--- src/sv/ufsf_pkg.sv ---
// shared types and constants for the utf-8 structural filter
package ufsf_pkg;

    localparam int unsigned QUEUE_DEPTH_DEF = 2;
    localparam int unsigned MAX_RUN         = 4;
    localparam int unsigned HELD_DEPTH      = 3;

    localparam logic [7:0] ASCII_MAX  = 8'h7F;
    localparam logic [7:0] CONT_MASK  = 8'hC0;
    localparam logic [7:0] CONT_CODE  = 8'h80;
    localparam logic [7:0] LEAD2_MASK = 8'hE0;
    localparam logic [7:0] LEAD2_CODE = 8'hC0;
    localparam logic [7:0] LEAD3_MASK = 8'hF0;
    localparam logic [7:0] LEAD3_CODE = 8'hE0;
    localparam logic [7:0] LEAD4_MASK = 8'hF8;
    localparam logic [7:0] LEAD4_CODE = 8'hF0;

    localparam logic [2:0] SEQ_NONE = 3'd0;
    localparam logic [2:0] SEQ_LEN2 = 3'd2;
    localparam logic [2:0] SEQ_LEN3 = 3'd3;
    localparam logic [2:0] SEQ_LEN4 = 3'd4;

    // one request's worth of results, queued from front to back
    typedef struct packed {
        logic [MAX_RUN-1:0][7:0] bytes;
        logic [1:0]              last_idx;
        logic                    has_byte;
        logic                    msg_last;
    } ufsf_job_t;

    typedef struct packed {
        logic seq_open;
    } ufsf_front_status_t;

endpackage

--- src/sv/utf8_structural_filter.sv ---
// top level of the utf-8 structural filter: front, job queue and back
//
// input channel: one raw byte per request (in_byte) with message_last on the
//   final byte of a message; in_valid/in_ready handshake
// output channel: one result per request (out_byte, has_byte, run_last,
//   message_end); out_valid/out_ready handshake
// an ascii byte gives one result, a completed 2..4 byte sequence gives all
//   its bytes in order, a final byte that emits nothing gives a bare end
//   marker (has_byte low), other bytes give no result
// path: a result passes from the front into the job queue, then from the queue
//   into the output register
// throughput: one byte per cycle while runs are single results and out_ready is high;
//   the back drains one result per cycle while out_ready is high, so a run of n results
//   holds the back until all n drain and the queue (QUEUE_DEPTH jobs) absorbs the difference
// in_ready is low only when the job queue is full
// receiver stall: the output register holds, the queue fills, then input
//   stalls; nothing is lost or repeated
// reset: asynchronous, clears open sequence, queue and output valid
module utf8_structural_filter #(
    parameter int unsigned QUEUE_DEPTH = ufsf_pkg::QUEUE_DEPTH_DEF
) (
    input  logic       clk,
    input  logic       rst_n,
    input  logic       in_valid,
    output logic       in_ready,
    input  logic [7:0] in_byte,
    input  logic       message_last,
    output logic       out_valid,
    input  logic       out_ready,
    output logic [7:0] out_byte,
    output logic       has_byte,
    output logic       run_last,
    output logic       message_end
);
    import ufsf_pkg::*;

    localparam int unsigned CW = $clog2(QUEUE_DEPTH + 1);

    logic               accept;
    logic               push;
    logic               pop;
    ufsf_job_t          front_job;
    ufsf_job_t          head_job;
    ufsf_front_status_t front_status;
    logic               q_not_empty;
    logic               q_full;
    logic [CW-1:0]      q_count;

    // a request is taken whenever the queue has room
    assign in_ready = !q_full;
    assign accept   = in_valid && in_ready;

    // classification and sequence holding
    ufsf_front u_front (
        .clk          (clk),
        .rst_n        (rst_n),
        .accept       (accept),
        .in_byte      (in_byte),
        .message_last (message_last),
        .push         (push),
        .job          (front_job),
        .status       (front_status)
    );

    // decouples the front, one byte per cycle while the queue has room, from multi-result runs
    ufsf_queue #(
        .DEPTH (QUEUE_DEPTH)
    ) u_queue (
        .clk       (clk),
        .rst_n     (rst_n),
        .push      (push),
        .wr_job    (front_job),
        .pop       (pop),
        .rd_job    (head_job),
        .not_empty (q_not_empty),
        .full      (q_full),
        .count     (q_count)
    );

    // result sequencing into the output register
    ufsf_back u_back (
        .clk         (clk),
        .rst_n       (rst_n),
        .head_job    (head_job),
        .head_valid  (q_not_empty),
        .pop         (pop),
        .out_valid   (out_valid),
        .out_ready   (out_ready),
        .out_byte    (out_byte),
        .has_byte    (has_byte),
        .run_last    (run_last),
        .message_end (message_end)
    );

    // message end always closes any open sequence
    a_last_closes_seq : assert property (@(posedge clk) disable iff (!rst_n)
        accept && message_last |=> !front_status.seq_open)
        else $error("sequence still open after message end");

    // queue occupancy bounded by its depth
    a_queue_bound : assert property (@(posedge clk) disable iff (!rst_n)
        q_count <= CW'(QUEUE_DEPTH))
        else $error("job queue overflow");

    // a bare end marker carries zero and closes both run and message
    a_bare_marker : assert property (@(posedge clk) disable iff (!rst_n)
        out_valid && !has_byte |-> out_byte == 8'h00 && run_last && message_end)
        else $error("malformed end marker");

    // message end only on the last result of a run
    a_end_on_run_last : assert property (@(posedge clk) disable iff (!rst_n)
        out_valid && message_end |-> run_last)
        else $error("message end inside a run");

endmodule

--- src/sv/ufsf_front.sv ---
// front end: classifies each byte, holds open sequences, builds result jobs
module ufsf_front (
    input  logic                        clk,
    input  logic                        rst_n,
    input  logic                        accept,
    input  logic [7:0]                  in_byte,
    input  logic                        message_last,
    output logic                        push,
    output ufsf_pkg::ufsf_job_t         job,
    output ufsf_pkg::ufsf_front_status_t status
);
    import ufsf_pkg::*;

    logic [2:0] seq_len_reg, seq_len_next;
    logic [1:0] hc_reg, hc_next;
    logic [7:0] held_reg  [HELD_DEPTH];
    logic [7:0] held_next [HELD_DEPTH];
    logic       emit;
    logic       fresh;
    logic       is_cont;

    always_comb
    begin
        seq_len_next = seq_len_reg;
        hc_next      = hc_reg;
        held_next    = held_reg;
        job          = '0;
        job.has_byte = 1'b1;
        emit         = 1'b0;
        fresh        = 1'b1;
        is_cont      = (in_byte & CONT_MASK) == CONT_CODE;

        if (seq_len_reg != SEQ_NONE && is_cont)
        begin
            fresh = 1'b0;
            if ({1'b0, hc_reg} + 3'd1 >= seq_len_reg)
            begin
                // sequence complete: held bytes then this one
                job.bytes[0] = (hc_reg == 2'd0) ? in_byte : held_reg[0];
                job.bytes[1] = (hc_reg <= 2'd1) ? in_byte : held_reg[1];
                job.bytes[2] = (hc_reg <= 2'd2) ? in_byte : held_reg[2];
                job.bytes[3] = in_byte;
                job.last_idx = hc_reg;
                emit         = 1'b1;
                seq_len_next = SEQ_NONE;
                hc_next      = 2'd0;
            end
            else
            begin
                if (hc_reg != 2'd3)
                begin
                    held_next[hc_reg] = in_byte;
                end
                hc_next = hc_reg + 2'd1;
            end
        end

        if (fresh)
        begin
            seq_len_next = SEQ_NONE;
            hc_next      = 2'd0;
            priority if (in_byte <= ASCII_MAX)
            begin
                job.bytes[0] = in_byte;
                job.last_idx = 2'd0;
                emit         = 1'b1;
            end
            else if ((in_byte & LEAD2_MASK) == LEAD2_CODE)
            begin
                held_next[0] = in_byte;
                hc_next      = 2'd1;
                seq_len_next = SEQ_LEN2;
            end
            else if ((in_byte & LEAD3_MASK) == LEAD3_CODE)
            begin
                held_next[0] = in_byte;
                hc_next      = 2'd1;
                seq_len_next = SEQ_LEN3;
            end
            else if ((in_byte & LEAD4_MASK) == LEAD4_CODE)
            begin
                held_next[0] = in_byte;
                hc_next      = 2'd1;
                seq_len_next = SEQ_LEN4;
            end
            else
            begin
                // stray continuation or 0xf8 upwards: dropped
                emit = 1'b0;
            end
        end

        if (message_last)
        begin
            seq_len_next = SEQ_NONE;
            hc_next      = 2'd0;
            job.msg_last = 1'b1;
            if (!emit)
            begin
                // bare end marker
                job.bytes    = '0;
                job.has_byte = 1'b0;
                job.last_idx = 2'd0;
                emit         = 1'b1;
            end
        end
    end

    assign push            = accept && emit;
    assign status.seq_open = seq_len_reg != SEQ_NONE;

    always_ff @(posedge clk or negedge rst_n)
    begin
        if (!rst_n)
        begin
            seq_len_reg <= SEQ_NONE;
            hc_reg      <= 2'd0;
        end
        else if (accept)
        begin
            seq_len_reg <= seq_len_next;
            hc_reg      <= hc_next;
        end
    end

    // held bytes are only read after being written in the same sequence
    always_ff @(posedge clk)
    begin
        if (accept)
        begin
            held_reg <= held_next;
        end
    end

endmodule

--- src/sv/ufsf_queue.sv ---
// short job queue between front and back
module ufsf_queue #(
    parameter int unsigned DEPTH = ufsf_pkg::QUEUE_DEPTH_DEF
) (
    input  logic                clk,
    input  logic                rst_n,
    input  logic                push,
    input  ufsf_pkg::ufsf_job_t wr_job,
    input  logic                pop,
    output ufsf_pkg::ufsf_job_t rd_job,
    output logic                not_empty,
    output logic                full,
    output logic [$clog2(DEPTH+1)-1:0] count
);
    import ufsf_pkg::*;

    localparam int unsigned AW = (DEPTH > 1) ? $clog2(DEPTH) : 1;
    localparam int unsigned CW = $clog2(DEPTH + 1);

    ufsf_job_t         slot_reg [DEPTH];
    logic [AW-1:0]     wr_ptr_reg, wr_ptr_next;
    logic [AW-1:0]     rd_ptr_reg, rd_ptr_next;
    logic [CW-1:0]     count_reg, count_next;

    always_comb
    begin
        wr_ptr_next = wr_ptr_reg;
        rd_ptr_next = rd_ptr_reg;
        count_next  = count_reg;
        if (push)
        begin
            wr_ptr_next = (wr_ptr_reg == AW'(DEPTH - 1)) ? '0 : wr_ptr_reg + AW'(1);
        end
        if (pop)
        begin
            rd_ptr_next = (rd_ptr_reg == AW'(DEPTH - 1)) ? '0 : rd_ptr_reg + AW'(1);
        end
        unique case ({push, pop})
            2'b10:   count_next = count_reg + CW'(1);
            2'b01:   count_next = count_reg - CW'(1);
            default: count_next = count_reg;
        endcase
    end

    always_ff @(posedge clk or negedge rst_n)
    begin
        if (!rst_n)
        begin
            wr_ptr_reg <= '0;
            rd_ptr_reg <= '0;
            count_reg  <= '0;
        end
        else
        begin
            wr_ptr_reg <= wr_ptr_next;
            rd_ptr_reg <= rd_ptr_next;
            count_reg  <= count_next;
        end
    end

    always_ff @(posedge clk)
    begin
        if (push)
        begin
            slot_reg[wr_ptr_reg] <= wr_job;
        end
    end

    assign rd_job    = slot_reg[rd_ptr_reg];
    assign not_empty = count_reg != '0;
    assign full      = count_reg == CW'(DEPTH);
    assign count     = count_reg;

endmodule

--- src/sv/ufsf_back.sv ---
// back end: walks the head job one result per cycle, while the receiver is ready, into the output register
module ufsf_back (
    input  logic                clk,
    input  logic                rst_n,
    input  ufsf_pkg::ufsf_job_t head_job,
    input  logic                head_valid,
    output logic                pop,
    output logic                out_valid,
    input  logic                out_ready,
    output logic [7:0]          out_byte,
    output logic                has_byte,
    output logic                run_last,
    output logic                message_end
);
    import ufsf_pkg::*;

    logic [1:0] idx_reg, idx_next;
    logic       valid_reg;
    logic [7:0] byte_reg;
    logic       has_reg;
    logic       run_last_reg;
    logic       end_reg;
    logic       load;
    logic       at_last;

    assign load     = head_valid && (!valid_reg || out_ready);
    assign at_last  = idx_reg == head_job.last_idx;
    assign pop      = load && at_last;
    assign idx_next = at_last ? 2'd0 : idx_reg + 2'd1;

    always_ff @(posedge clk or negedge rst_n)
    begin
        if (!rst_n)
        begin
            valid_reg <= 1'b0;
            idx_reg   <= 2'd0;
        end
        else
        begin
            if (load)
            begin
                valid_reg <= 1'b1;
                idx_reg   <= idx_next;
            end
            else if (out_ready)
            begin
                valid_reg <= 1'b0;
            end
        end
    end

    always_ff @(posedge clk)
    begin
        if (load)
        begin
            byte_reg     <= head_job.bytes[idx_reg];
            has_reg      <= head_job.has_byte;
            run_last_reg <= at_last;
            end_reg      <= at_last && head_job.msg_last;
        end
    end

    assign out_valid   = valid_reg;
    assign out_byte    = byte_reg;
    assign has_byte    = has_reg;
    assign run_last    = run_last_reg;
    assign message_end = end_reg;

endmodule

--- config.mk ---
export PLATFORM = sky130hd
export DESIGN_NAME = utf8_structural_filter
export DESIGN_NICKNAME = d
export VERILOG_FILES = /design/src/sv/ufsf_pkg.sv /design/src/sv/utf8_structural_filter.sv /design/src/sv/ufsf_front.sv /design/src/sv/ufsf_queue.sv /design/src/sv/ufsf_back.sv
export SDC_FILE = /design/constraint.sdc
export NUM_CORES = 1
export LEC_CHECK = 0
export ABC_CLOCK_PERIOD_IN_PS = 5250
export BUFFER_PORTS_ARGS = -buffer_cell sky130_fd_sc_hd__buf_4
export CAP_MARGIN = 20
export CORE_ASPECT_RATIO = 1.25
export CORE_MARGIN = 2
export CORE_UTILIZATION = 50
export CTS_CLUSTER_DIAMETER = 150
export DETAILED_ROUTE_END_ITERATION = 8
export GPL_TIMING_DRIVEN = 0
export PLACE_DENSITY = 0.7
export SLEW_MARGIN = 20
export SYNTH_ARGS = -nofsm -noshare
export SYNTH_HDL_FRONTEND = slang
export SYNTH_SLANG_ARGS = --single-unit
--- constraint.sdc ---
create_clock -name clk -period 5.25 [get_ports clk]
set_input_delay 0 -clock clk [delete_from_list [all_inputs] [get_ports clk]]
set_output_delay 0 -clock clk [all_outputs]
set_load 0.01 [all_outputs]
Word level (Yosys, flattened, before mapping)

Memory sizes are Yosys's and may differ from the RTL's.
Index checks and enable logic that the tools add are counted.
W data, S select, Z words.

Memories: 1
Output and inout port bits: 13
Bits in registers: 47
Memory bits (writable): 72

Memories:

| memory           | words | bits a word | rd ports | clocked after Yosys merged registers in | write ports | RTL line         | text |
|---|---|---|---|---|---|---|---|
| u_queue.slot_reg | 2     | 36          | 1        | 0                                       | 1           | ufsf_queue.sv:20 | `ufsf_job_t slot_reg [DEPTH];` |

Reduce and logical (&&, ||, !) cells: 17
Equality and inequality tests: 10
Mux-type cells: 52
Add/sub/neg operators: 7
Bitwise operators: 2
Magnitude comparators: 7

Operators by type and width:

| operator              | number |
|---|---|
| $mux W8               | 10 |
| $mux W24              | 3 |
| $mux W34              | 2 |
| $mux W36              | 1 |
| $mux W35              | 1 |
| $bwmux W24            | 1 |
| $mux W3               | 7 |
| $mux W10              | 2 |
| $bmux W8 S2           | 1 |
| $demux W8 S2          | 1 |
| $mux W1               | 15 |
| $mux W2               | 7 |
| $le A8 B7 Y1 const B  | 1 |
| $logic_and A1 B1 Y1   | 7 |
| $add A2 B1 Y2 const B | 3 |
| $eq A2 B2 Y1 const B  | 3 |
| $reduce_bool A2 Y1    | 3 |
| $eq A5 B5 Y1 const B  | 1 |
| $eq A4 B4 Y1 const B  | 1 |
| $pmux W2 S2           | 1 |
| $reduce_and A4 Y1     | 1 |
| $add A2 B1 Y3 const B | 1 |
| $eq A3 B3 Y1 const B  | 1 |
| $ge A3 B3 Y1          | 1 |
| other kinds (18)      | 20 |

Logic depth before layout (Yosys ltp)

Gate-level depths: netlist of run 1.

Depth after elaboration: 14
Depth in mapped cells: 12

Cells and area by module

From an unflattened synthesis of run 1, not the netlist that was laid out.

Cell total of the unflattened synthesis: 325
Area total of the unflattened synthesis: 5,406.4 um2

By module, submodules not included:

| module                 | times used | cells each | area each (um2) |
|---|---|---|---|
| ufsf_queue             | 1          | 128        | 2,934.1 |
| ufsf_front             | 1          | 154        | 1,744.2 |
| ufsf_back              | 1          | 41         | 718.2 |
| utf8_structural_filter | 1          | 2          | 10.0 |

Worst setup path after synthesis of run 1

OpenSTA, ideal clock, no wires.

Path type: reg-to-reg
Start: register u_front.hc_reg[0]
End: memory u_queue.slot_reg[1][0] in the netlist's numbering, enable pin
Required time: 4.768 ns
Slack: 0.340 ns
Setup time: 0.482 ns
Stages on the path, launching flop included: 9
Arrival: 4.429 ns
Cell sequence: dfrtp_1 -> inv_1 -> ha_1 -> ha_1 -> nand2_1 -> o21ai_2 -> buf_2 -> a21oi_1 -> nor3b_1

Cells in the longest elaborated chain, start to end: 13

RTL lines:

| element                         | RTL line          | text |
|---|---|---|
| from (decl)                     | ufsf_front.sv:15  | `logic [1:0] hc_reg, hc_next;` |
| from (signal assigned)          | ufsf_front.sv:122 | `hc_reg <= hc_next;` |
| $add A2 B1 Y3 *                 | ufsf_front.sv:36  | `if ({1'b0, hc_reg} + 3'd1 >= seq_len_reg)` |
| $ge A3 B3 Y1 *                  | ufsf_front.sv:36  |  |
| $mux W1 *                       | ufsf_front.sv:36  |  |
| $mux W1 *                       | ufsf_front.sv:33  | `if (seq_len_reg != SEQ_NONE && is_cont)` |
| $mux W1                         | ufsf_front.sv:80  | `else if ((in_byte & LEAD4_MASK) == LEAD4_CODE)` |
| $mux W1                         | ufsf_front.sv:74  | `else if ((in_byte & LEAD3_MASK) == LEAD3_CODE)` |
| $mux W1                         | ufsf_front.sv:68  | `else if ((in_byte & LEAD2_MASK) == LEAD2_CODE)` |
| $mux W1                         | ufsf_front.sv:62  | `priority if (in_byte <= ASCII_MAX)` |
| $mux W1 *                       | ufsf_front.sv:58  | `if (fresh)` |
| $mux W1 *                       | ufsf_front.sv:93  | `if (message_last)` |
| $logic_and A1 B1 Y1 *           | ufsf_front.sv:109 | `assign push = accept && emit;` |
| $mux W1 *                       | ufsf_queue.sv:63  | `if (push)` |
| $mux W1 (implied by the code) * | ufsf_queue.sv:65  | `slot_reg[wr_ptr_reg] <= wr_job;` |
| to (decl)                       | ufsf_queue.sv:20  |  |

Every way passes the cells marked *; elsewhere a longest branch is shown, timed or not.

Worst setup path in the final report of run 1

Start: register u_front.hc_reg[0]
End: memory u_queue.slot_reg[1][17] in the netlist's numbering, enable pin

Same word-level chain as after synthesis.

==> out/results.ini, run 1 <==
[detailed_routing]
vias_per_cell=5.54
drt-total-wl_mm=9.78
num_vias=2901
drc=0
antenna_violating_nets_post_route=0
drtIter0Drc=156
dr.pass1.iters=4
detail_route.wl_per_cell_um=18.7

[synth]
synthArstFlopShare_pct=10.1
synth_mux_area_share_pct=13.3
ys_seq_elements=119
yosysUniqueCellTypes=50
synth-compound-area-share_pct=6.39
synth_xor_xnor_area_share_pct=1.19
synth_cells=319
yosys.area_share.simple_pct=6.43
yosys_warnings=0
seq_area_frac_synth_pct=67.9
synthFlopType=edfxtp_1
synth_fa_ha_area_share_pct=2.18
avgSynthCellArea_um2=16.2
synth-edff-count=107
synth_top_family_by_area=multiplexers
synthesis.area_um2=5170

[finish]
layout.nets=404
syn2layout_area_growth_pct=21.3
drive_gt1_share_pct=28.6
regArea_um2=3510
fin_area_um2=6270
num_antenna_cells=0
layout_commonest_cell=edfxtp_1
fill_cells=728
multi_input_area_um2=1560
layout_common_cells=107 x edfxtp_1, 30 x buf_4, 28 x nor2_1

[floorplan]
die_h_um=118
dieArea_um2=11200
die_w_um=95.0
core_area_um2=10100
rows=41
initial_core_util_pct=51.2
io-pin-count=26

[power_and_ir_drop]
power_frac_clock_pct=32.6
pwr-share-comb_pct=25.5
seqPwrFrac_pct=41.9
sw_frac_of_total_pct=27.3
peakVddDrop_uv=235
power.density_nw_per_um2=515
p_leak_nw=2.28
internal-power_mw=2.35
switchingPower_uw=882

[clock_network]
clkTransAtPathRegs_ns=0.05
ctsHtreeMaxLevel=4
clock_latency_ns=0.41
clk_path_buf_depth=2
tritoncts=done
clkSinkCount=119
cts_made_buffers=17
cts-resized-gates=0
cts_root_buffer=clkbuf_16

[setup_path]
crit_arrival_ns=3.73
cp.required_ns=5.36
crit_fanout=11
endpoint_kind=flop
reg2reg_slack_ns=1.62
r2r_end=u_queue.slot_reg[1][17]
startpoint_type=flop
crit_type=flop to flop
reg2reg_from=u_front.hc_reg[0]
r2r_cells=10

[sta]
worst_pin_slew_ns=0.764
fin_crit_sh_pct=69.1
period_needed_ns=3.63
relSlewSlack_pct=48.5
fin_worst_skew_ns=0.00651
fmax_mhz=276
final-hold-violation-count=0
setup_violations=0
slew_violations=0
whs_ns=0.104
rsz0062_at_grt=no

[global_route]
grt_max_degree=23
antenna_found_initial=0
overflow=0
grt_pass1_wl_mm=15.7
track_usage_pct=19.6
grt_pass1_vias=3009

[place]
place_area_um2=5610
hpwl_mm=6.59
portBuffers=25
place_congestion=0.799

[hold_path]
worst_hold_startpoint=in_valid
hold_path_depth=4
hold_end=u_front.hc_reg[0]
hp-class=input pin to flop

[job]
maxCapViolCount=0

[outcome]
status=complete, no violations

[Yosys cell counts (all sizes together) (7+ instances only)]
cell type / count / area [µm²]
ha: 9 / 113
buf: 13 / 72.6
nand2: 12 / 45.0
nor2: 29 / 109
mux4: 16 / 360
mux2i: 19 / 190
edfxtp: 107 / 3210
mux2: 12 / 135
inv: 13 / 48.8
o21ai: 7 / 50.1
dfrtp: 12 / 300
[kinds of logic after synthesis]
family                     after synthesis
xor gates and xnor gates                 7
buffers and inverters                   29
other                                    1
muxes                                   47
DFF                                    119
adders and majority gates                9
and+or+nand+nor                         66
AOI/OAI and AO/OA                       41
[worst max-delay path by stage]
stage                      start                       to  slack, ns  cells past startpoint
6_report       u_front.hc_reg[0]  u_queue.slot_reg[1][17]       1.62                     10
5_1_grt        u_front.hc_reg[0]  u_queue.slot_reg[1][14]       1.42                     10
4_1_cts        u_front.hc_reg[0]  u_queue.slot_reg[1][14]       1.62                     10
3_5_place_dp   u_front.hc_reg[0]  u_queue.slot_reg[1][12]       1.64                     10
3_3_place_gp   u_front.hc_reg[0]  u_queue.slot_reg[1][12]      -1.34                      8
2_1_floorplan  u_front.hc_reg[0]   u_queue.slot_reg[1][0]       0.34                      8
[timing repair]
| item | CTS | global route |
|---|---|---|
| endpoints found under the setup margin | 0 | 0 |
| setup buffers | 0 | 0 |
| hold buffers | 12 | 0 |
| endpoints found under the hold margin | 47 | 0 |
[critical path: stages (launching register included)]
cell and delay (ns):
dfrtp_1 0.47, inv_1 0.12, ha_1 0.34, ha_1 0.28, nand2_1 0.07, o21ai_2 0.29, buf_2 0.29, a21oi_1 0.19
nor3b_2 0.69, buf_4 0.33, buf_4 0.22
[layer usage]
metal	part of all wire [%]	track usage (%)	vias to the layer above	wire length [µm]
met5	0	0	-	0
met4	1.1	6.61	0	106
met3	5.1	6.72	8	495
met2	54	32.3	72	5250
met1	40	24.0	1453	3930
li1	-	-	1368	-
[power by group through the flow]
stage / Sequential (mW) / Clock (mW) / Combinational (mW)
floorplan: 1.39 / 0 / 0.543
global placement: 1.37 / 0 / 0.792
detailed placement: 1.37 / 0 / 0.833
CTS: 1.35 / 1.07 / 0.845
global route: 1.37 / 1.12 / 0.907
finish: 1.35 / 1.05 / 0.825
[layout make-up]
cell class,instances,area share (%)
buffer,16,1.34
sequential,119,56.0
clock buffer,22,7.40
tap,129,2.57
multi-input combinational,172,24.8
clock inverter,10,1.28
timing repair buffer,43,5.86
inverter,13,0.778
[through the flow]
stage               power [mW]  cells  setup TNS (ns)  setup slack, ns  utilization (%)
floorplan                 1.93    320               0            0.340                -
detailed placement        2.20    480               0             1.64             55.5
finish                    3.23    524               0             1.62             62.1
global placement          2.16    474          -48.00            -1.34             54.7
CTS                       3.27    524               0             1.62             62.1
global route              3.39    524               0             1.42             62.1
No activity file was read; power rests on OpenSTA's default activity.
==> run 2, diff against run 1 <==
--- a/config.mk
+++ b/config.mk
@@ -5,7 +5,7 @@
 export SDC_FILE = /design/constraint.sdc
 export NUM_CORES = 1
 export LEC_CHECK = 0
-export ABC_CLOCK_PERIOD_IN_PS = 5250
+export ABC_CLOCK_PERIOD_IN_PS = 3180
 export BUFFER_PORTS_ARGS = -buffer_cell sky130_fd_sc_hd__buf_4
 export CAP_MARGIN = 20
 export CORE_ASPECT_RATIO = 1.25
==> constraint.sdc (replaced) <==
create_clock -name clk -period 3.18 [get_ports clk]
set_input_delay 0 -clock clk [delete_from_list [all_inputs] [get_ports clk]]
set_output_delay 0 -clock clk [all_outputs]
set_load 0.01 [all_outputs]
==> run 2 against run 1 <==
Effect of this change:
- combinational power up 75%
- critical path type unchanged
- wire length up 1.8%
- highest routed layer unchanged
- non-clock buffer count grew 4
- clock power rose by 63%
- clock-buffer cell count increased by 4
- final area up 1.1%
- core utilization rose by 0.69 points
- via count grew 3.1%
- global-route usage is essentially flat
- worst hold slack got worse by 0.0012 ns
- power increased by 67%
- register-to-register slack got worse by 1.5 ns
==> out/results.ini, run 2 (synthesis gave the netlist of run 1 again) <==
[finish]
layout_commonest_cell=edfxtp_1  ; unchanged
layout.nets=408  ; was 404
num_antenna_cells=0  ; unchanged
drive_gt1_share_pct=27.8  ; was 28.6%
layout_common_cells=107 x edfxtp_1, 31 x buf_4, 28 x nor2_1  ; was 107 x edfxtp_1, 30 x buf_4, 28 x nor2_1
multi_input_area_um2=1570  ; was 1560 µm²
fin_util_pct=62.8  ; was 62.1%
fill_cells=727  ; was 728
syn2layout_area_growth_pct=22.7  ; was 21.3%
regArea_um2=3510  ; unchanged

[power_and_ir_drop]
internal-power_mw=3.93  ; was 2.35 mW
p_leak_nw=2.31  ; was 2.28 nW
peakVddDrop_uv=448  ; was 235 µV
power_frac_clock_pct=31.8  ; was 32.6%
p_total_mw=5.39  ; was 3.23 mW
power.density_nw_per_um2=849  ; was 515 nW/µm²
pwr-share-comb_pct=26.8  ; was 25.5%
switchingPower_mw=1.46  ; was 882 µW
sw_frac_of_total_pct=27.1  ; was 27.3%
seqPwrFrac_pct=41.5  ; was 41.9%

[detailed_routing]
antenna_violating_nets_post_route=0  ; unchanged
detail_route.wl_per_cell_um=18.8  ; was 18.7 µm
dr.pass1.iters=5  ; was 4
drtIter0Drc=271  ; was 156
num_vias=2991  ; was 2901
vias_per_cell=5.66  ; was 5.54
drt-total-wl_mm=9.95  ; was 9.78 mm
drc=0  ; unchanged

[floorplan]
core_area_um2=10100  ; unchanged
io-pin-count=26  ; unchanged
dieArea_um2=11200  ; unchanged
rows=41  ; unchanged
die_w_um=95.0  ; unchanged
initial_core_util_pct=51.2  ; unchanged
die_h_um=118  ; unchanged

[sta]
fin_worst_skew_ns=0.00670  ; was 0.00651 ns
finalWorstSetupSlack_ns=0.143  ; was 1.62 ns
rsz0062_at_grt=no  ; unchanged
final-hold-violation-count=0  ; unchanged
fmax_mhz=329  ; was 276 MHz
fin_crit_sh_pct=95.5  ; was 69.1%
relSlewSlack_pct=50.3  ; was 48.5%
slew_violations=0  ; unchanged
setup_violations=0  ; unchanged
period_needed_ns=3.04  ; was 3.63 ns
worst_pin_slew_ns=0.737  ; was 0.764 ns

[clock_network]
ctsHtreeMaxLevel=4  ; unchanged
tritoncts=done  ; unchanged
clock_latency_ns=0.41  ; about the same
clkSinkCount=119  ; unchanged
clkTransAtPathRegs_ns=0.05  ; about the same
cts_made_buffers=17  ; unchanged
cts_root_buffer=clkbuf_16  ; unchanged
clk_path_buf_depth=2  ; unchanged

[job]
maxCapViolCount=0  ; unchanged

[global_route]
antenna_found_initial=0  ; unchanged
overflow=0  ; unchanged
grt_pass1_wl_mm=15.9  ; was 15.7 mm
track_usage_pct=19.6  ; about the same
grt_max_degree=23  ; unchanged
grt_pass1_vias=3075  ; was 3009

[setup_path]
reg2reg_slack_ns=0.14  ; was 1.62 ns
crit_arrival_ns=3.15  ; was 3.73 ns
cp.required_ns=3.29  ; was 5.36 ns
crit_type=flop to flop  ; unchanged
crit_fanout=15  ; was 11
startpoint_type=flop  ; unchanged
endpoint_kind=flop  ; unchanged

[place]
preCtsSetupSlack_ns=-0.287  ; was 1.64 ns
hpwl_mm=6.62  ; was 6.59 mm
place_congestion=0.802  ; was 0.799
portBuffers=25  ; unchanged

[hold_path]
hp-class=input pin to flop  ; unchanged

[outcome]
status=complete, no violations  ; unchanged

[run 2: what timing repair did]
item                                    CTS  global route
setup buffers                             5             0
gates resized for setup                   0             1
hold buffers                             12             0
hold endpoints to repair                 49             0
endpoints found under the setup margin   58            23
pin swaps                                 2             0
[run 2: critical path, stage by stage, from the launching register on]
cell     delay (ns)
dfrtp_1        0.48
inv_1          0.13
ha_1           0.34
ha_1           0.28
nand2_1        0.10
o21ai_4        0.23
buf_2          0.29
a21oi_1        0.23
nor3b_4        0.28
buf_4          0.19
buf_8          0.18
[run 2: layout make-up]
| cell class | instances | area share [%] |
|---|---|---|
| Clock buffer | 26 | 7.55 |
| Multi-Input combinational cell | 172 | 24.7 |
| Timing Repair Buffer | 47 | 6.88 |
| Inverter | 13 | 0.769 |
| Clock inverter | 6 | 0.828 |
| Buffer | 16 | 1.32 |
| Sequential cell | 119 | 55.4 |
| Tap cell | 129 | 2.54 |
[run 2: worst paths after layout]
path,from,depth (start not counted),to
worst max-delay path,u_front.hc_reg[0],10,u_queue.slot_reg[1][6]
worst min-delay path,in_valid,4,u_front.hc_reg[0]
worst max register to register,u_front.hc_reg[0],10,u_queue.slot_reg[1][6]
worst min register to register,u_back.out_valid,2,u_back.out_valid
max in group asynchronous,rst_n,3,u_front.seq_len_reg[2]
min in group asynchronous,rst_n,3,u_queue.rd_ptr_reg
[run 2: power by group through the flow]
stage | combinational (mW) | sequential [mW] | clock (mW)
after floorplan | 0.907 | 2.28 | 0
after global placement | 1.32 | 2.25 | 0
after detailed placement | 1.39 | 2.26 | 0
after CTS | 1.46 | 2.23 | 1.73
after global routing | 1.57 | 2.27 | 1.82
final | 1.44 | 2.23 | 1.71
[run 2: routing by layer]
metal	up-vias	share of wire [%]	global-route usage [%]
li1	1375	-	-
met1	1514	41	23.8
met2	78	53	32.6
met3	24	3.5	5.19
met4	0	2.7	8.51
met5	-	0	0
[run 2: per-stage QoR]
step           setup TNS (ns)  cells  hold slack [ns]  instance area [µm²]
2_1_floorplan               0    320           -0.296                 5190
3_3_place_gp           -59.77    474           -0.147                 5540
3_5_place_dp            -8.35    479           -0.143                 5620
4_1_cts                     0    528            0.106                 6340
5_1_grt                     0    528            0.159                 6340
6_report                    0    528            0.103                 6340
